===== config.mk =====
export PLATFORM = sky130hd
export DESIGN_NAME = rpr_fifo
export DESIGN_NICKNAME = d
export VERILOG_FILES = /design/src/rtl/core/polyphase_row_resampler_8bit_assert.svh /design/src/rtl/core/rpr_pkg.sv /design/src/rtl/core/rpr_fifo.sv
export SDC_FILE = /design/constraint.sdc
export NUM_CORES = 1
export LEC_CHECK = 0
export BUFFER_PORTS_ARGS = -buffer_cell sky130_fd_sc_hd__buf_4
export CAP_MARGIN = 30
export CORE_MARGIN = 5
export CORE_UTILIZATION = 45
export DETAILED_ROUTE_END_ITERATION = 8
export MAX_ROUTING_LAYER = met4
export SYNTH_ARGS = -nofsm -noshare
export SYNTH_HDL_FRONTEND = slang
export SYNTH_SLANG_ARGS = --single-unit
export TNS_END_PERCENT = 20

===== constraint.sdc =====
create_clock -name clk -period 2.54 [get_ports clk]
set_input_delay 0.127 -clock clk [delete_from_list [all_inputs] [get_ports clk]]
set_output_delay 0.127 -clock clk [all_outputs]
set_load 0.02 [all_outputs]

===== src/rtl/core/polyphase_row_resampler_8bit_assert.svh =====
// Assertion macros used by the resampler top level.
`ifndef POLYPHASE_ROW_RESAMPLER_8BIT_ASSERT_SVH
`define POLYPHASE_ROW_RESAMPLER_8BIT_ASSERT_SVH

// Consequent must hold in the same cycle as the antecedent.
`define RPR_ASSERT_SAME(label, ante, cons, msg) \
  label: assert property (@(posedge clk) disable iff (rst) (ante) |-> (cons)) \
    else $error(msg);

// Consequent must hold in the cycle after the antecedent.
`define RPR_ASSERT_NEXT(label, ante, cons, msg) \
  label: assert property (@(posedge clk) disable iff (rst) (ante) |=> (cons)) \
    else $error(msg);

`endif


===== src/rtl/core/rpr_pkg.sv =====
// Shared types and constants of the polyphase row resampler.
package rpr_pkg;

  localparam int IDX_W = 12;
  localparam int PHASE_W = 8;
  localparam int TAPNUM_W = 3;
  localparam int PIX_W = 8;
  localparam int COEF_W = 16;
  localparam int POS_W = 32;
  localparam int STEP_W = 31;
  localparam int SW_W = 13;
  localparam int TC_REG_W = 4;
  localparam int CFG_IDX_W = 2;
  localparam int CFG_DATA_W = 32;

  localparam int PHASES = 256;
  localparam int FRAC_BITS = 14;
  localparam int ROUND_BIAS = 'h2000;
  localparam int PIXEL_MAX = 255;

  localparam int DEF_MAX_SOURCE_WIDTH = 4096;
  localparam int DEF_MAX_TAPS = 8;
  localparam int MAX_DEST_WIDTH = 4096;

  localparam int ITEM_QUEUE_DEPTH = 4;
  localparam int RESULT_QUEUE_DEPTH = 2;

  localparam logic [1:0] OP_LOAD_PIXEL = 2'd0;
  localparam logic [1:0] OP_LOAD_COEF = 2'd1;
  localparam logic [1:0] OP_COMPUTE = 2'd2;

  typedef enum logic [CFG_IDX_W-1:0] {
    CFG_SOURCE_WIDTH,
    CFG_START_POSITION,
    CFG_POSITION_STEP,
    CFG_TAP_COUNT
  } rpr_cfg_idx_t;

  typedef struct packed {
    logic [SW_W-1:0]     source_width;
    logic [POS_W-1:0]    start_position;
    logic [STEP_W-1:0]   position_step;
    logic [TC_REG_W-1:0] tap_count;
  } rpr_cfg_t;

  typedef enum logic [1:0] {
    K_PIX,
    K_COEF,
    K_COMP
  } rpr_kind_t;

  // One classified item on its way from the front to the back.
  typedef struct packed {
    rpr_kind_t           kind;
    logic [IDX_W-1:0]    index;
    logic [PHASE_W-1:0]  phase;
    logic [TAPNUM_W-1:0] tap;
    logic [COEF_W-1:0]   data;
    logic signed [15:0]  base;
  } rpr_item_t;

  typedef struct packed {
    logic             push;
    logic [PIX_W-1:0] pixel;
    logic [IDX_W-1:0] index;
  } rpr_res_t;

endpackage


===== src/rtl/core/rpr_fifo.sv =====
// Small register-based first-in first-out queue.
module rpr_fifo
  import rpr_pkg::*;
#(
  parameter int DATA_W = 8,
  parameter int DEPTH = 4
) (
  input  logic              clk,
  input  logic              rst,
  input  logic              wr,
  input  logic [DATA_W-1:0] wdata,
  output logic              full,
  input  logic              rd,
  output logic [DATA_W-1:0] rdata,
  output logic              empty
);

  localparam int PTR_W = (DEPTH > 1) ? $clog2(DEPTH) : 1;
  localparam int CNT_W = $clog2(DEPTH + 1);

  logic [DATA_W-1:0] mem [DEPTH];
  logic [PTR_W-1:0]  wptr;
  logic [PTR_W-1:0]  rptr;
  logic [CNT_W-1:0]  count;
  logic              do_wr;
  logic              do_rd;

  assign full  = (count == CNT_W'(DEPTH));
  assign empty = (count == '0);
  assign do_wr = wr && !full;
  assign do_rd = rd && !empty;
  assign rdata = mem[rptr];

  always_ff @(posedge clk) begin
    if (do_wr) begin
      mem[wptr] <= wdata;
    end
  end

  always_ff @(posedge clk) begin
    if (rst) begin
      wptr  <= '0;
      rptr  <= '0;
      count <= '0;
    end else begin
      if (do_wr) begin
        wptr <= (wptr == PTR_W'(DEPTH - 1)) ? '0 : wptr + PTR_W'(1);
      end
      if (do_rd) begin
        rptr <= (rptr == PTR_W'(DEPTH - 1)) ? '0 : rptr + PTR_W'(1);
      end
      if (do_wr && !do_rd) begin
        count <= count + CNT_W'(1);
      end else if (do_rd && !do_wr) begin
        count <= count - CNT_W'(1);
      end
    end
  end

endmodule


# ---- After elaboration in Yosys (flattened, before gate mapping)
# Memories as Yosys holds them, arrays and structs flattened. A register that Yosys moved wholly into a read port is not among the register bits.
# Cells that the tools add are included.
dict set report classes {
  add_sub_neg 4
  eq_ne 3
  mux 8
  reduce_logical 10
}
# op count
set ops {}
lappend ops {{2-bit 2-to-1 mux} 4}
lappend ops {{3-bit 2-to-1 mux} 2}
lappend ops {{2-bit by 1-bit adder with 2-bit output (second input constant)} 2}
lappend ops {{2-bit == test (second input constant)} 2}
lappend ops {{1-bit logical AND} 4}
lappend ops {{1-bit logical NOT} 4}
lappend ops {{3-bit by 1-bit adder with 3-bit output (second input constant)} 1}
lappend ops {{3-bit == test (second input constant)} 1}
lappend ops {{3-bit logical NOT} 1}
lappend ops {{3-bit by 1-bit subtractor with 3-bit output (second input constant)} 1}
lappend ops {{1-bit 2-to-1 mux} 2}
lappend ops {{2-bit nonzero test} 1}
dict set report totals {
  reg_bits 7
  ram_bits 32
  input_bits 12
  output_inout_bits 10
  word_cells 29
  memories 1
}
# name depth width read_ports rd_clocked_by_memory_dff write_ports line
set mem_list {}
lappend mem_list {mem 4 8 1 1 1 rpr_fifo.sv:21} ;# logic [DATA_W-1:0] mem [DEPTH];

# ---- Logic depth before layout (Yosys ltp)
dict set report logic_depth {
  word_depth 7
  ltp_mapped 10
  depth_no_buf 9
}

# ---- Worst setup path before layout
# OpenSTA, ideal clock, no wires.
dict set report synth_path {
  path_kind {reg-to-reg}
  from {register count[0]}
  to {register count[2]}
  setup_ns 0.070
  arrival_time_ns 2.124
  required_time_ns 2.470
  path_slack_ns 0.346
  stages_incl_launch_ff 11
  n_path_buf 1
  period_less_slack_ns 2.194
  cell_sequence {dfxtp_1 -> or3b_1 -> buf_6 -> clkinv_4 -> nor2_2 -> ha_1 -> inv_1 -> fa_1 -> xor2_1 -> or3_2 -> a21oi_1}
}
dict set report synth_between {
  elab_chain_cells 6
  word_cells_on_any_way 15
  classes_between {add/sub: 2; eq/ne: 1; mux: 2; reduce/logical: 10}
}
# item line
set synth_rtl {}
lappend synth_rtl {{start: declaration} rpr_fifo.sv:24} ;# logic [CNT_W-1:0] count;
lappend synth_rtl {{start signal: assignment} rpr_fifo.sv:53} ;# count <= count + CNT_W'(1);
lappend synth_rtl {{start signal: assignment} rpr_fifo.sv:55} ;# count <= count - CNT_W'(1);
lappend synth_rtl {{3-bit == test (*)} rpr_fifo.sv:28} ;# assign full = (count == CNT_W'(DEPTH));
lappend synth_rtl {{named net full} rpr_fifo.sv:12} ;# output logic full,
lappend synth_rtl {{1-bit logical NOT (*)} rpr_fifo.sv:30} ;# assign do_wr = wr && !full;
lappend synth_rtl {{1-bit logical AND (*)} rpr_fifo.sv:30}
lappend synth_rtl {{named net do_wr} rpr_fifo.sv:25} ;# logic do_wr;
lappend synth_rtl {{1-bit logical NOT} rpr_fifo.sv:54} ;# end else if (do_rd && !do_wr) begin
lappend synth_rtl {{1-bit logical AND} rpr_fifo.sv:54}
lappend synth_rtl {{2-bit nonzero test (no source line)} n/a}
# Mark *: on every way through the listed nets, which the timed path passes. The rest lies on a longest branch. The select of a mux whose other input is x is not followed.
# A chain may end at the register's enable or synchronous reset.

# ---- Worst setup path after layout
dict set report layout_path {
  from {register count[0]}
  to {register count[2]}
}
dict set report layout_between {
  elab_chain_cells 6
  word_cells_on_any_way 15
  classes_between {add/sub: 2; eq/ne: 1; mux: 2; reduce/logical: 10}
}
# item line
set layout_rtl {}
lappend layout_rtl {{3-bit == test (*)} rpr_fifo.sv:28}
lappend layout_rtl {{1-bit logical NOT (*)} rpr_fifo.sv:30}
lappend layout_rtl {{1-bit logical AND (*)} rpr_fifo.sv:30}
lappend layout_rtl {{named net do_wr} rpr_fifo.sv:25}
lappend layout_rtl {{1-bit logical NOT} rpr_fifo.sv:54}
lappend layout_rtl {{1-bit logical AND} rpr_fifo.sv:54}
lappend layout_rtl {{2-bit nonzero test (no source line)} n/a}
# Marks and branches as above.

==> metrics.cfg <==
[run_status]
run_status=finished, final reports clean

[synth]
synth.distinct_cells=26
yosys_register_bits=41
post_synth_instance_area_um2=1645
synthCells=92
syn-num-nets=111
postSynthAreaPerCell_um2=17.88
yosysTopAreaCell=sky130_fd_sc_hd__edfxtp_1
yosys_warnings=0
synth.area.top_cells=sky130_fd_sc_hd__edfxtp_1 (58%), sky130_fd_sc_hd__dfxtp_1 (11%), sky130_fd_sc_hd__mux4_2 (11%)
yosysTopAreaCellShare_pct=58.40
synth_seq_area_share_pct=69.35

[clock_tree]
register_clock_pin_slew_on_the_reported_worst_setup_and_hold_paths_ns=0.07
deepest_level_of_the_cts_h_tree=2
cts_resized=0
cts_hold_buf=0
clock_insertion_delay_worst_skew_ns=0.28
clkSinkCount=41
cts_inserted_buffers=5
tritoncts=done
clock_tree.root_cell=sky130_fd_sc_hd__clkbuf_8
clock_path_buffers=2
cts_setup_buffers=0

[die]
design.portCount=22
floorplan.die.height_um=70.47
floorplan.die_area_um2=4965
effective_utilization_at_floorplan_pct=45.63
dieWidth_um=70.47
rows=22
coreArea_um2=3606

[worst_setup_path]
crit_path_start_kind=flop
timing_worst_setup_path_type=reg2reg
crit_path_cell_trace=or3b_1 > clkinv_4 > nor2_2 > ha_1 > inv_1 > fa_1 > xor2_1 > or3_2 > a21oi_1
worstPathArrival_ns=2.57
crit_path_max_fanout=7
critical-path-max-stage-delay_ns=0.44
critPathSlowestCell=sky130_fd_sc_hd__dfxtp_1
cp_data_required_time_ns=2.76
cp-end-kind=flop

[sta]
rsz0062_at_grt=false
finalSetupViolCount=0
maxSlewHeadroom_pct=61.58
pins_over_slew_limit=0
finalSetupTns_ns=0
timing.final.crit_period_ns=2.354
clock.fmax_mhz=424.8
timing.final.hold_violations=0
post-route-period-util_pct=92.68
worstMarginPinSlew_ns=0.5755
final.setup_skew_ns=0.001785

[finish]
fin_nets=135
multi_input_comb_area_um2=456.7
area_growth_from_synthesis_to_layout_pct=16.81
final-instance-count-excl-fill=165
final_design_area_no_fill_um2=1922
share_of_post_route_cells_with_drive_strength_above_1_pct=38.46
antenna-diode-count=0
layout.cells.most_common_list=sky130_fd_sc_hd__edfxtp_1 (32), sky130_fd_sc_hd__buf_4 (21), sky130_fd_sc_hd__dfxtp_1 (9)
ff_latch_area_um2=1141
filler_cells_inserted=289
layout.cells.most_common=sky130_fd_sc_hd__edfxtp_1

[global_route]
wire_length_of_the_first_global_routing_pass_um=4195
grt_start_max_net_pins=13
grt_antenna_before_repair=0
via_count_of_the_first_global_routing_pass=870
grt.total_usage_pct=11.82
grt_overflow_total=0

[placement]
placedCellCount=157
port-buffer-count=21
hpwlAfterDp_um=1791
gp_congestion=0.8232
dpl_cell_area_um2=1839

[min_path]
min_path_type=in2reg

[drt]
avgViaCountPerCell=5.121
post_drt_wl_per_cell_um=15.51
vias=845
remaining_number_of_nets_flagged_by_the_antenna_check_after_routing=0
detail_route.first_pass.iterations=4
drt_iter0_drc=25
routed_wl_um=2559
drt_drc_violations_left=0

[power]
vdd_drop_max_v=0.0004940
pwr_density_cell_nw_per_um2=937.9
fin_total_pwr_uw=1802
total_leakage_power_uw=0.0007084

[run]
cap_violations=0

[routing by layer]
| metal | track usage [%] | vias up | wire length (um) |
|---|---|---|---|
| met5 | - | - | 0 |
| met4 | 4.043 | 0 | 62 |
| met3 | 4.892 | 6 | 173 |
| met2 | 19.02 | 22 | 1326 |
| met1 | 13.27 | 421 | 997 |
| li1 | - | 396 | - |
[Yosys cell counts, drive strengths merged]
library cell / number
a21oi: 3
and3: 4
buf: 3
clkbuf: 1
clkinv: 1
dfxtp: 9
edfxtp: 32
fa: 1
ha: 6
inv: 4
mux2i: 2
mux4: 8
nand2: 1
nand3: 2
nor2: 4
nor3: 2
o21ai: 2
o31ai: 2
or3: 2
or3b: 1
xor2: 2
[per-stage QoR]
step	util [%]	worst slack (ns)	hold WS [ns]
2_1_floorplan	-	0.3461	0.2259
3_3_place_gp	51.01	0.2656	0.3261
3_5_place_dp	51.01	0.1776	0.3315
4_1_cts	53.30	0.1754	0.03148
5_1_grt	53.30	0.008654	0.02337
6_report	53.30	0.1859	0.04096
[sequential cells by signal (all words and copies together), names as in the netlist, named ones only]
| signal | flops |
|---|---|
| mem | 32 |
| wptr | 2 |
| rptr | 2 |
| count | 3 |
[final timing paths]
kind                    startpoint                     to  slack [ns]  cells past startpoint
max          count[0]$_SDFFE_PP0P_  count[2]$_SDFFE_PP0P_        0.19                      9
min                       wdata[4]    mem[2][4]$_DFFE_PP_        0.04                      1
max reg2reg  count[0]$_SDFFE_PP0P_  count[2]$_SDFFE_PP0P_        0.19                      9
min reg2reg   rptr[0]$_SDFFE_PP0P_   rptr[0]$_SDFFE_PP0P_        0.49                      2
[logic make-up after synthesis]
family                     after synthesis  synth area share [%]
xor gates and xnor gates                 2                 1.065
AOI/OAI and AO/OA                        7                 3.041
and+or+nand+nor                         16                 5.704
DFF                                     41                 69.35
adders and majority gates                7                 5.779
muxes                                   10                 12.17
buffers and inverters                    9                 2.889
[cell type report]
type,count,area share (%)
Clock inverter,2,0.5208
Inverter,5,1.237
Tap cell,48,3.125
Sequential cell,41,59.37
Clock buffer,6,3.776
Multi-Input combinational cell,42,23.76
Timing Repair Buffer,21,8.203
[critical path, delay by kind of cell (launching register included)]
family | cells | cell delay, ns
buf+inv | 2 | 0.15
compound gates | 1 | 0.14
simple gates | 3 | 0.84
fa+ha+maj | 2 | 0.57
flops | 1 | 0.44
xor+xnor | 1 | 0.15
[where the power goes]
part	switching, uW	internal [uW]
logic	253	259
registers	82.5	819
clock network	199	190
(Power assumes the default switching activity.)
