### src/rtl/core/polyphase_row_resampler_8bit_assert.svh
// Assertion macros used by the resampler top level.
`ifndef POLYPHASE_ROW_RESAMPLER_8BIT_ASSERT_SVH
`define POLYPHASE_ROW_RESAMPLER_8BIT_ASSERT_SVH

// Consequent must hold in the same cycle as the antecedent.
`define RPR_ASSERT_SAME(label, ante, cons, msg) \
  label: assert property (@(posedge clk) disable iff (rst) (ante) |-> (cons)) \
    else $error(msg);

// Consequent must hold in the cycle after the antecedent.
`define RPR_ASSERT_NEXT(label, ante, cons, msg) \
  label: assert property (@(posedge clk) disable iff (rst) (ante) |=> (cons)) \
    else $error(msg);

`endif

### src/rtl/core/rpr_pkg.sv
// Shared types and constants of the polyphase row resampler.
package rpr_pkg;

  localparam int IDX_W = 12;
  localparam int PHASE_W = 8;
  localparam int TAPNUM_W = 3;
  localparam int PIX_W = 8;
  localparam int COEF_W = 16;
  localparam int POS_W = 32;
  localparam int STEP_W = 31;
  localparam int SW_W = 13;
  localparam int TC_REG_W = 4;
  localparam int CFG_IDX_W = 2;
  localparam int CFG_DATA_W = 32;

  localparam int PHASES = 256;
  localparam int FRAC_BITS = 14;
  localparam int ROUND_BIAS = 'h2000;
  localparam int PIXEL_MAX = 255;

  localparam int DEF_MAX_SOURCE_WIDTH = 4096;
  localparam int DEF_MAX_TAPS = 8;
  localparam int MAX_DEST_WIDTH = 4096;

  localparam int ITEM_QUEUE_DEPTH = 4;
  localparam int RESULT_QUEUE_DEPTH = 2;

  localparam logic [1:0] OP_LOAD_PIXEL = 2'd0;
  localparam logic [1:0] OP_LOAD_COEF = 2'd1;
  localparam logic [1:0] OP_COMPUTE = 2'd2;

  typedef enum logic [CFG_IDX_W-1:0] {
    CFG_SOURCE_WIDTH,
    CFG_START_POSITION,
    CFG_POSITION_STEP,
    CFG_TAP_COUNT
  } rpr_cfg_idx_t;

  typedef struct packed {
    logic [SW_W-1:0]     source_width;
    logic [POS_W-1:0]    start_position;
    logic [STEP_W-1:0]   position_step;
    logic [TC_REG_W-1:0] tap_count;
  } rpr_cfg_t;

  typedef enum logic [1:0] {
    K_PIX,
    K_COEF,
    K_COMP
  } rpr_kind_t;

  // One classified item on its way from the front to the back.
  typedef struct packed {
    rpr_kind_t           kind;
    logic [IDX_W-1:0]    index;
    logic [PHASE_W-1:0]  phase;
    logic [TAPNUM_W-1:0] tap;
    logic [COEF_W-1:0]   data;
    logic signed [15:0]  base;
  } rpr_item_t;

  typedef struct packed {
    logic             push;
    logic [PIX_W-1:0] pixel;
    logic [IDX_W-1:0] index;
  } rpr_res_t;

endpackage

### src/rtl/core/rpr_front.sv
// Front end: accepts items, drops ignored ones and forms the source position.
module rpr_front
  import rpr_pkg::*;
#(
  parameter int MAX_SOURCE_WIDTH = DEF_MAX_SOURCE_WIDTH,
  parameter int MAX_TAPS = DEF_MAX_TAPS
) (
  input  logic                     clk,
  input  logic                     rst,
  input  rpr_cfg_t                 cfg,
  input  logic                     push,
  output logic                     full,
  input  logic [1:0]               op,
  input  logic [IDX_W-1:0]         index,
  input  logic [PHASE_W-1:0]       phase,
  input  logic [TAPNUM_W-1:0]      tap,
  input  logic [PIX_W-1:0]         pixel,
  input  logic signed [COEF_W-1:0] coefficient,
  output logic                     iq_push,
  output rpr_item_t                iq_item,
  input  logic                     iq_full
);

  logic                      fe_vld;
  rpr_item_t                 fe_item;
  rpr_item_t                 item_next;
  logic                      keep;
  logic                      in_acc;
  logic [STEP_W+IDX_W-1:0]   prod;
  logic [POS_W-1:0]          pos;

  assign in_acc = push && !full;
  assign full   = fe_vld && iq_full;
  assign prod   = cfg.position_step * index;
  assign pos    = cfg.start_position + prod[POS_W-1:0];

  always_comb begin
    item_next       = '0;
    item_next.index = index;
    item_next.phase = phase;
    item_next.tap   = tap;
    item_next.data  = 16'(pixel);
    item_next.base  = pos[POS_W-1:16];
    item_next.kind  = K_PIX;
    keep            = 1'b0;
    case (op)
      OP_LOAD_PIXEL: begin
        keep = (32'(index) < MAX_SOURCE_WIDTH);
      end
      OP_LOAD_COEF: begin
        item_next.kind = K_COEF;
        item_next.data = coefficient;
        keep           = (32'(tap) < MAX_TAPS);
      end
      OP_COMPUTE: begin
        item_next.kind  = K_COMP;
        item_next.phase = pos[15:8];
        keep            = (32'(index) < MAX_DEST_WIDTH);
      end
      default: begin
        keep = 1'b0;
      end
    endcase
  end

  always_ff @(posedge clk) begin
    if (rst) begin
      fe_vld <= 1'b0;
    end else if (!fe_vld || !iq_full) begin
      fe_vld <= in_acc && keep;
    end
  end

  always_ff @(posedge clk) begin
    if (in_acc) begin
      fe_item <= item_next;
    end
  end

  assign iq_push = fe_vld && !iq_full;
  assign iq_item = fe_item;

endmodule

### config.mk
export PLATFORM = sky130hd
export DESIGN_NAME = rpr_front
export DESIGN_NICKNAME = d
export VERILOG_FILES = /design/src/rtl/core/polyphase_row_resampler_8bit_assert.svh /design/src/rtl/core/rpr_pkg.sv /design/src/rtl/core/rpr_front.sv
export SDC_FILE = /design/constraint.sdc
export NUM_CORES = 1
export LEC_CHECK = 0
export BUFFER_PORTS_ARGS = -buffer_cell sky130_fd_sc_hd__buf_4
export CAP_MARGIN = 20
export CORE_MARGIN = 5
export CORE_UTILIZATION = 54
export DETAILED_ROUTE_END_ITERATION = 6
export PLACE_DENSITY = 0.8
export SLEW_MARGIN = 10
export SYNTH_ARGS = -nofsm -noshare
export SYNTH_HDL_FRONTEND = slang
export SYNTH_SLANG_ARGS = --single-unit
### constraint.sdc
create_clock -name clk -period 6.8 [get_ports clk]
set_clock_uncertainty 0.05 [all_clocks]
set_input_delay 1.02 -clock clk [delete_from_list [all_inputs] [get_ports clk]]
set_output_delay 1.02 -clock clk [all_outputs]
set_load 0.05 [all_outputs]
Yosys cells after proc, flatten, opt, wreduce, memory -nomap -nowiden
Cells that the tools add are included.

word-level totals
  register bits after elaboration = 58
  input port bits = 133
  word-level logic and storage cells = 26

operators by class
  add/subtract/negate cells = 1
  multiply operators = 1
  equal/unequal tests = 2
  multiplexer cells = 4
  reductions and logical operators = 10

operator list
  operator                                       number
  adder 32 bit                                   1
  multiplier 31 x 12 -> 32 bit                   1
  2-to-1 mux 8 bit                               2
  logical AND 1 bit                              4
  one-hot mux 2 bit (2 select lines)             1
  logical NOT 1 bit                              3
  OR reduction 3 bit                             1
  == test 2 x 1 -> 1 bit, second input constant  1
  == test 2 bit, second input constant           1
  logical NOT 2 bit                              1
  logical OR 1 bit                               1
  2-to-1 mux 1 bit                               1

Logic depth before layout (Yosys ltp)
Gate-level depths: netlist (run 1).

  depth in word-level cells = 4
  depth in mapped cells = 22
  depth with buffers taken out = 20

Worst setup path before layout (run 1)
Ideal clock, no wire load.

  path kind = input to register
  start = in index[3]
  end = reg fe_item (netlist bit iq_item[15]), data pin
  library setup time = 0.260 ns
  arrival time = 6.291 ns
  required time = 6.490 ns
  setup slack = 0.199 ns
  cell stages on the path = 20
  path through = clkbuf_1 clkbuf_1 nand2_1 fa_1 fa_1 inv_1 fa_1 fa_1 inv_1 fa_1 inv_1 ha_1 a21o_1 a221o_1 or3_1 a211oi_2 nor3b_1 a311o_1 a31oi_1 xnor2_1

RTL lines
  item                    RTL line         text
  start: declaration      rpr_front.sv:14  input logic [IDX_W-1:0] index,
  end signal: assignment  rpr_front.sv:76  fe_item <= item_next;
  end: declaration        rpr_front.sv:25  rpr_item_t fe_item;

==> flow_summary.yaml, run 1 <==
hold_path:
  hp-class: "flip-flop to flip-flop"
  worstHoldPathCells: 3
  min_to: "fe_vld"
  hold_start: "fe_vld"
worst_setup_path:
  critPathLaunchType: "input pin"
  critPathMaxFanout: 29
  crit_arrival_ns: 6.55
  cpPeakStageDelay_ns: 0.56
  crit_type: "input pin to flip-flop"
  r2r_slack_ns: 5.11
  critPathSlowestCell: "fa_1"
  r2r_start: "fe_vld"
  crit_top_cell: "fa_1"
  crit_path_end_kind: "flip-flop"
  r2r-end: "iq_item[44]"
  r2r_cells: 3
  crit_chain: "buf_4 -> nand2_1 -> fa_1 -> inv_1 -> fa_1 -> fa_1 -> fa_1 -> inv_1 -> fa_1 -> inv_1 -> ha_1 -> and3_1 -> a221o_1 -> or3_1 -> a211oi_2 -> buf_4 -> nor3b_1 -> a311o_1 -> a31oi_1 -> xnor2_1"
  critPathRequiredTime_ns: 6.84
layout:
  final_util_pct: 64.8
  register_area_sq_um: 1730
  final_cell_area_sq_um: 14000
  fill_cells: 1739
  area_delta_synth_final_pct: 18.8
  drive_above_1_share_pct: 18.2
  diodes: 0
  nets: 1870
  multi_input_area_sq_um: 8600
grt:
  antenna_found_initial: 0
  grtUsageMet3_pct: 4.98
  use_met1_pct: 29.2
  grt_use_total_pct: 24.0
  grt_pass1_vias: 9759
  grtUsageMet2_pct: 43.0
  grt_max_degree: 58
  grt_pass1_wl_mm: 46.8
  grt_overflow: 0
  grt-busiest-layer: "met2"
synthesis:
  async_reset_ff_share_pct: 0
  yosysSeqAreaShare_pct: 14.7
  ys_ff_latch: 58
  synth-simple-area-share_pct: 15.2
  synth_top_area_share_pct: 45.4
  synthXorXnorAreaFrac_pct: 3.05
  synth-edff-count: 57
  synth.cell_area_sq_um: 11800
  syn_nets: 1687
  ys.flop_type: "edfxtp_1"
  ys_warn_count: 0
  netlist_top_cells_area: "fa_1 (45%), edfxtp_1 (15%), inv_1 (11%)"
  synth_top_family_by_area: "adder cells"
  muxShareOfSynthArea_pct: 0.850
  syn_avg_cell_area_sq_um: 9.52
  synthAdderAreaFrac_pct: 50.7
  synth-compound-area-share_pct: 3.16
  synth_top_area_cell: "fa_1"
  ys_types: 40
  synthCells: 1237
clock_network:
  path_clk_slew_ns: 0.06
  cts_setup_buffers: 0
  numCtsBuffers: 9
  clock_latency_ns: 0.34
  postCtsResizedCells: 0
  clock-sinks: 58
  clock-root-buffer: "clkbuf_16"
  cts_buffer_depth: 2
  h-tree-depth: 3
  hold_buffers: 0
  cts_tree: "done"
detailed_routing:
  first_pass_iters: 7
  route.detailed.drc: 0
  drtIter0Drc: 519
  totalWireLength_mm: 27.9
  num_vias: 8688
  postRouteAntennaNets: 0
  vias_per_cell: 5.10
  wl_per_cell_microns: 16.4
floorplanning:
  die_h_microns: 158
  die_area_sq_um: 24900
  row_count: 54
  core_sq_um: 21600
  die_w_microns: 158
  ioPinCount: 192
  start_util_pct: 54.5
power:
  powerDensity_nw_per_um2: 507
  p_leak_nw: 7.10
  peakVddDrop_v: 0.000623
  finalPower_mw: 7.10
sta:
  post-route-period-util_pct: 95.7
  worst_slew_pin_slew_ns: 0.811
  rsz0062_at_grt: "no"
  finalMaxSlewViolations: 0
  fmax_mhz: 154
  relSlewSlack_pct: 45.9
  fin_crit_ns: 6.51
  hold_viol_final: 0
  setup_viol: 0
  tns_ns: 0
job:
  drv_cap: 0
place:
  dp_hpwl_mm: 23.7
  place_congestion: 0.904
  place_area_sq_um: 13700
  io_buffer_count: 174
outcome:
  status: "finished, final reports clean"
[registers in the layout (all words and copies together) (netlist names)]
| signal | flops |
|---|---|
| fe_vld | 1 |
| iq_item | 57 |
[power breakdown]
part / total [mW] / internal, mW / switching [mW]
logic: 5.82 / 2.60 / 3.22
registers: 0.763 / 0.741 / 0.0221
clock network: 0.521 / 0.324 / 0.196
[how the worst max path moves through the flow]
stage                   from     endpoint
global placement    index[0]  iq_item[15]
CTS                 index[0]  iq_item[15]
global route        index[1]   iq_item[8]
detailed placement  index[0]  iq_item[15]
finish              index[0]  iq_item[15]
floorplan           index[3]  iq_item[15]
[worst max-delay path: cells and delay by family]
family / cells / cell delay, ns
xor gates and xnor gates: 1 / 0.09
buffers and inverters: 5 / 0.61
and+or+nand+nor: 4 / 0.77
adders and majority gates: 6 / 2.83
AOI/OAI and AO/OA: 4 / 1.21
[kinds of logic (layout without fill, tap and decap cells)]
kind of cell,Yosys count,in the layout
flip-flops,58,58
XOR/XNOR,41,41
multiplexers,9,9
buffers and inverters,388,576
adder cells (fa/ha/maj),317,317
AND/OR/NAND/NOR,373,373
AO/OA/AOI/OAI,51,51
[placed cells by master, fill, tap and decap left out, drive strengths merged, types with 13 or more instances in the layout]
cell type,n
edfxtp,57
and2,137
buf,230
nand2,203
xnor2,28
ha,50
fa,267
inv,332
xor2,13
[area by class of cell]
| type | instances | area share (%) |
|---|---|---|
| Sequential cell | 58 | 12.4 |
| Clock inverter | 7 | 0.724 |
| Timing Repair Buffer | 230 | 12.5 |
| Inverter | 330 | 8.85 |
| Multi-Input combinational cell | 791 | 61.4 |
| Clock buffer | 9 | 1.61 |
| Tap cell | 280 | 2.50 |
[per-layer routing]
| layer | wire length [microns] | share of wire [%] | vias to the layer above |
|---|---|---|---|
| met1 | 10400 | 37 | 4349 |
| met3 | 2370 | 8.5 | 69 |
| met5 | 0 | 0 | - |
| met2 | 14300 | 51 | 353 |
| met4 | 818 | 2.9 | 0 |
| li1 | - | - | 3917 |
[cell usage after synthesis, types with 2 or more instances]
| cell | n |
|---|---|
| xnor2_1 | 28 |
| and3_1 | 3 |
| ha_1 | 50 |
| o31ai_1 | 3 |
| and2_1 | 137 |
| fa_1 | 267 |
| clkbuf_1 | 58 |
| nor2b_1 | 5 |
| nor3_1 | 3 |
| inv_1 | 330 |
| mux2_2 | 8 |
| or3_1 | 2 |
| xor2_1 | 13 |
| nand3_1 | 2 |
| nand2b_1 | 3 |
| o21a_1 | 4 |
| a31oi_1 | 2 |
| a21o_1 | 6 |
| nor2_1 | 12 |
| o21ai_0 | 11 |
| nand4_1 | 2 |
| nand2_1 | 203 |
| a21oi_1 | 10 |
| a2111oi_2 | 3 |
| edfxtp_1 | 57 |
[through the flow]
stage	cells	hold WS, ns	setup slack [ns]
after floorplan	1237	0.814	0.199
after global placement	1688	0.602	-0.0189
after global routing	1705	0.692	0.00439
after detailed placement	1688	0.631	-0.0994
after CTS	1704	0.648	0.260
final	1705	0.642	0.293
(Power assumes the default switching activity.)
==> inputs of run 2 (changes only) <==
--- a/config.mk
+++ b/config.mk
@@ -11,6 +11,7 @@
 export CORE_UTILIZATION = 54
 export DETAILED_ROUTE_END_ITERATION = 6
 export PLACE_DENSITY = 0.8
+export REMOVE_ABC_BUFFERS = 1
 export SLEW_MARGIN = 10
 export SYNTH_ARGS = -nofsm -noshare
 export SYNTH_HDL_FRONTEND = slang
==> run 2 against run 1 <==
  * Die area unchanged
  * Clock power fell by 4.0%
  * Final area is 0.33% lower
  * Routed wire length is 0.85% lower
  * Sequential cell count unchanged
  * Largest power group unchanged
==> flow_summary.yaml, run 2 (synthesized netlist as in run 1, its figures left out) <==
sta:
  worst_slew_pin_slew_ns: 0.759
  relSlewSlack_pct: 49.4
  tns_ns: 0
  finalMaxSlewViolations: 0
  post-route-period-util_pct: 96.0
  setup_viol: 0
  rsz0062_at_grt: "no"
  fmax_mhz: 153
  fin_crit_ns: 6.53
  hold_viol_final: 0
detailed_routing:
  totalWireLength_mm: 27.7
  wl_per_cell_microns: 16.3
  drtIter0Drc: 381
  postRouteAntennaNets: 0
  wl_met3_mm: 2.00
  vias_per_cell: 5.07
  top_layer: "met4"
  num_vias: 8595
  wl_met2_mm: 14.4
  first_pass_iters: 4
  drt-met1-wl_mm: 10.8
  route.detailed.drc: 0
floorplanning:
  die_area_sq_um: 24900
  core_sq_um: 21600
  row_count: 54
  die_h_microns: 158
  start_util_pct: 54.5
  die_w_microns: 158
  ioPinCount: 192
worst_setup_path:
  crit_type: "input pin to flip-flop"
  r2r_cells: 3
  r2r_start: "fe_vld"
  r2r_slack_ns: 5.16
  critPathMaxFanout: 8
  crit_path_end_kind: "flip-flop"
  crit_end: "iq_item[9]"
  crit_start: "index[0]"
  critPathLaunchType: "input pin"
  r2r-end: "iq_item[15]"
  crit_arrival_ns: 6.57
  critPathRequiredTime_ns: 6.84
clock_network:
  cts_setup_buffers: 0
  clock-sinks: 58
  path_clk_slew_ns: 0.06
  numCtsBuffers: 9
  h-tree-depth: 3
  clock_latency_ns: 0.33
  clock-root-buffer: "clkbuf_16"
  cts_buffer_depth: 2
  cts_tree: "done"
  hold_buffers: 0
  postCtsResizedCells: 0
hold_path:
  hp-class: "flip-flop to flip-flop"
grt:
  antenna_found_initial: 0
  grt_pass1_vias: 9715
  grt_use_total_pct: 23.7
  grt_max_degree: 58
  grt_overflow: 0
  grt_pass1_wl_mm: 46.5
power:
  finalPower_mw: 7.25
  peakVddDrop_v: 0.000697
  p_sw_mw: 3.51
  powerDensity_nw_per_um2: 519
  p_clk_share_pct: 6.9
  p_int_mw: 3.74
  p_leak_nw: 7.07
  power_frac_comb_pct: 82.6
  p_sw_share_pct: 48.4
  seqPwrFrac_pct: 10.5
job:
  drv_cap: 0
layout:
  layout_commonest_cell: "inv_1"
  drive_above_1_share_pct: 17.7
  largest_reg_flops: 57
  final_cell_mix: "inv_1 (330), fa_1 (267), buf_4 (216)"
  nets: 1860
  final_cell_area_sq_um: 14000
  diodes: 0
  final_cells: 1695
  fill_cells: 1714
  area_delta_synth_final_pct: 18.4
place:
  placedCellCount: 1679
  dp_hpwl_mm: 23.9
  io_buffer_count: 174
  place_area_sq_um: 13600
  place_congestion: 0.855
outcome:
  status: "finished, final reports clean"
==> run 2: stage by stage <==
stage	util (%)	hold slack, ns	setup slack [ns]
5_1_grt	64.5	0.715	0.0651
3_3_place_gp	63.0	0.616	0.0377
3_5_place_dp	63.0	0.641	-0.0998
4_1_cts	64.5	0.653	0.244
6_report	64.5	0.642	0.270
2_1_floorplan	-	0.814	0.620
==> run 2: power groups by stage <==
stage	Combinational [mW]	Clock [mW]	Sequential, mW
2_1_floorplan	4.02	0	1.07
3_3_place_gp	5.82	0	0.770
3_5_place_dp	6.00	0	0.771
4_1_cts	6.05	0.513	0.765
5_1_grt	6.81	0.529	0.773
6_report	5.98	0.500	0.763
==> run 2: final cells by class <==
type / instances / area, sq um / share of cell area (%)
inverter: 330 / 1240 / 8.88
timing repair buffer: 220 / 1700 / 12.2
multi-input combinational: 791 / 8600 / 61.7
clock inverter: 7 / 103 / 0.735
clock buffer: 9 / 225 / 1.61
tap: 280 / 350 / 2.51
sequential: 58 / 1730 / 12.4
==> run 2: worst max-delay path: stages <==
cell and delay [ns]:
buf_4 0.16, buf_4 0.17, and2_1 0.15, fa_1 0.54
inv_1 0.05, fa_1 0.48, inv_1 0.06, fa_1 0.49
fa_1 0.56, inv_1 0.05, fa_1 0.48, inv_1 0.04
ha_1 0.32, a2111oi_2 0.37, o21a_1 0.20, o31ai_1 0.14
a21o_1 0.24, o31a_1 0.30, a2111oi_2 0.44, o41a_1 0.22
xnor2_1 0.07
==> run 2: worst min-delay path by stage <==
| stage | startpoint | end | slack [ns] | cells after the start |
|---|---|---|---|---|
| global placement | fe_vld | fe_vld | 0.62 | 3 |
| CTS | fe_vld | fe_vld | 0.65 | 3 |
| finish | fe_vld | fe_vld | 0.64 | 3 |
| floorplan | fe_vld | fe_vld | 0.81 | 3 |
| global route | fe_vld | fe_vld | 0.72 | 3 |
| detailed placement | fe_vld | fe_vld | 0.64 | 3 |
==> run 2: per-layer routing <==
metal | global-route usage, % | vias to the layer above
met4 | 5.90 | 0
met3 | 4.32 | 48
met1 | 29.5 | 4368
li1 | - | 3901
met5 | 0 | -
met2 | 42.8 | 278
==> inputs of run 3 (changes only) <==
--- a/config.mk
+++ b/config.mk
@@ -10,7 +10,7 @@
 export CORE_MARGIN = 5
 export CORE_UTILIZATION = 54
 export DETAILED_ROUTE_END_ITERATION = 6
-export PLACE_DENSITY = 0.8
+export PLACE_DENSITY_LB_ADDON = 0.3
 export REMOVE_ABC_BUFFERS = 1
 export SLEW_MARGIN = 10
 export SYNTH_ARGS = -nofsm -noshare
==> run 3 against run 2 <==
  * Fmax up 1.4%
  * First-iteration DRC count up 6.8%
  * Routed wire length shrank 1.5%
  * Final area is 0.26% higher
  * Non-clock buffer count increased by 11
  * Sequential cell count stayed put
  * Setup slack gained 0.093 ns
  * Core utilization up 0.17 points
  * Die area unchanged
  * Largest power group unchanged
  * Highest routed layer unchanged
==> flow_summary.yaml, run 3 (synthesized netlist as in run 1, its figures left out) <==
outcome:
  status: "finished, final reports clean"
worst_setup_path:
  crit_path_end_kind: "flip-flop"
  crit_arrival_ns: 6.47
  critPathMaxFanout: 7
  critPathLaunchType: "input pin"
  r2r_cells: 3
  r2r_slack_ns: 5.16
  crit_type: "input pin to flip-flop"
  crit_start: "cfg[22]"
  crit_end: "iq_item[15]"
  critPathRequiredTime_ns: 6.83
  r2r-end: "iq_item[9]"
  r2r_start: "fe_vld"
grt:
  antenna_found_initial: 0
  grt_max_degree: 58
  grt_pass1_wl_mm: 45.4
  grt_overflow: 0
  grt_pass1_vias: 9551
  grt_use_total_pct: 23.2
place:
  place_area_sq_um: 13700
  place_congestion: 0.850
  dp_hpwl_mm: 23.5
  io_buffer_count: 174
sta:
  worst_slew_pin_slew_ns: 0.739
  relSlewSlack_pct: 50.7
  hold_viol_final: 0
  rsz0062_at_grt: "no"
  fin_crit_ns: 6.44
  post-route-period-util_pct: 94.7
  finalMaxSlewViolations: 0
  fmax_mhz: 155
  setup_viol: 0
layout:
  area_delta_synth_final_pct: 18.7
  largest_reg_flops: 57
  layout_commonest_cell: "inv_1"
  final_cell_mix: "inv_1 (330), fa_1 (267), buf_4 (230)"
  drive_above_1_share_pct: 18.4
  diodes: 0
  nets: 1871
  final_cell_area_sq_um: 14000
power:
  seqPwrFrac_pct: 10.5
  powerDensity_nw_per_um2: 520
  p_sw_mw: 3.52
  p_clk_share_pct: 6.4
  peakVddDrop_v: 0.000641
  p_leak_nw: 7.09
  p_int_mw: 3.75
  p_sw_share_pct: 48.4
  power_frac_comb_pct: 83.1
  finalPower_mw: 7.27
clock_network:
  clock-sinks: 58
  cts_buffer_depth: 2
  h-tree-depth: 3
  path_clk_slew_ns: 0.06
  cts_tree: "done"
  clock-root-buffer: "clkbuf_16"
  numCtsBuffers: 9
  clock_latency_ns: 0.33
  hold_buffers: 0
floorplanning:
  core_sq_um: 21600
  die_area_sq_um: 24900
  die_w_microns: 158
  row_count: 54
  die_h_microns: 158
  start_util_pct: 54.5
  ioPinCount: 192
job:
  drv_cap: 0
detailed_routing:
  totalWireLength_mm: 27.3
  first_pass_iters: 5
  drtIter0Drc: 407
  vias_per_cell: 4.97
  route.detailed.drc: 0
  postRouteAntennaNets: 0
  num_vias: 8487
  wl_per_cell_microns: 16.0
hold_path:
  hp-class: "flip-flop to flip-flop"
[run 3: cell count changes in the layout (fill, tap and decap cells not counted), sizes merged]
| cell | previous run | this run |
|---|---|---|
| clkinv | 3 | 2 |
| buf | 220 | 231 |
| bufinv | 2 | 1 |
| clkinvlp | 1 | 3 |
[run 3: metrics by stage]
step | setup slack, ns | cells | setup TNS, ns | util, % | hold WS (ns)
3_3_place_gp | 0.0227 | 1689 | 0 | 63.2 | 0.637
6_report | 0.364 | 1706 | 0 | 64.7 | 0.663
3_5_place_dp | -0.0563 | 1689 | -0.156 | 63.2 | 0.670
5_1_grt | 0.0829 | 1706 | 0 | 64.7 | 0.732
2_1_floorplan | 0.620 | 1179 | 0 | - | 0.814
4_1_cts | 0.255 | 1705 | 0 | 64.6 | 0.682
[run 3: power by group through the flow]
stage | Combinational [mW] | Clock [mW] | Sequential [mW]
final | 6.04 | 0.463 | 0.764
after detailed placement | 5.93 | 0 | 0.770
after global placement | 5.79 | 0 | 0.770
after floorplan | 4.02 | 0 | 1.07
after global routing | 6.91 | 0.492 | 0.772
after CTS | 5.99 | 0.478 | 0.765
[run 3: how the worst min path moves through the flow]
stage,endpoint,slack [ns],depth (start not counted),from
after floorplan,fe_vld,0.81,3,fe_vld
after global placement,fe_vld,0.64,3,fe_vld
after detailed placement,fe_vld,0.67,3,fe_vld
after CTS,fe_vld,0.68,3,fe_vld
after global routing,fe_vld,0.73,3,fe_vld
final,fe_vld,0.66,3,fe_vld
[run 3: layer usage]
layer	vias up	wire, microns	global-route usage (%)
li1	3916	-	-
met1	4232	11000	29.8
met2	292	13900	40.9
met3	47	1820	3.69
met4	0	514	6.51
met5	-	0	0
[run 3: layout make-up]
type | instances | area (sq um)
clock inverter | 7 | 78.8
fill | 1780 | 7630
multi-input combinational | 791 | 8620
inverter | 330 | 1240
clock buffer | 9 | 225
sequential | 58 | 1730
tap | 280 | 350
timing repair buffer | 231 | 1750
[run 3: worst max-delay path, stage by stage]
cell,delay [ns]
buf_4,0.15
buf_4,0.14
nand2_1,0.07
fa_1,0.49
fa_1,0.53
inv_1,0.06
fa_1,0.51
fa_1,0.50
inv_1,0.05
fa_1,0.48
inv_1,0.05
ha_1,0.29
a21o_1,0.18
a221o_1,0.39
or3_1,0.38
a211oi_2,0.22
buf_4,0.16
nor3b_1,0.07
a311o_1,0.43
a31oi_1,0.22
xnor2_1,0.09
[run 3: timing repair]
action | CTS | global route
endpoints found under the setup margin | 0 | 3
gates resized for setup | 0 | 2
buffers inserted | 0 | 1
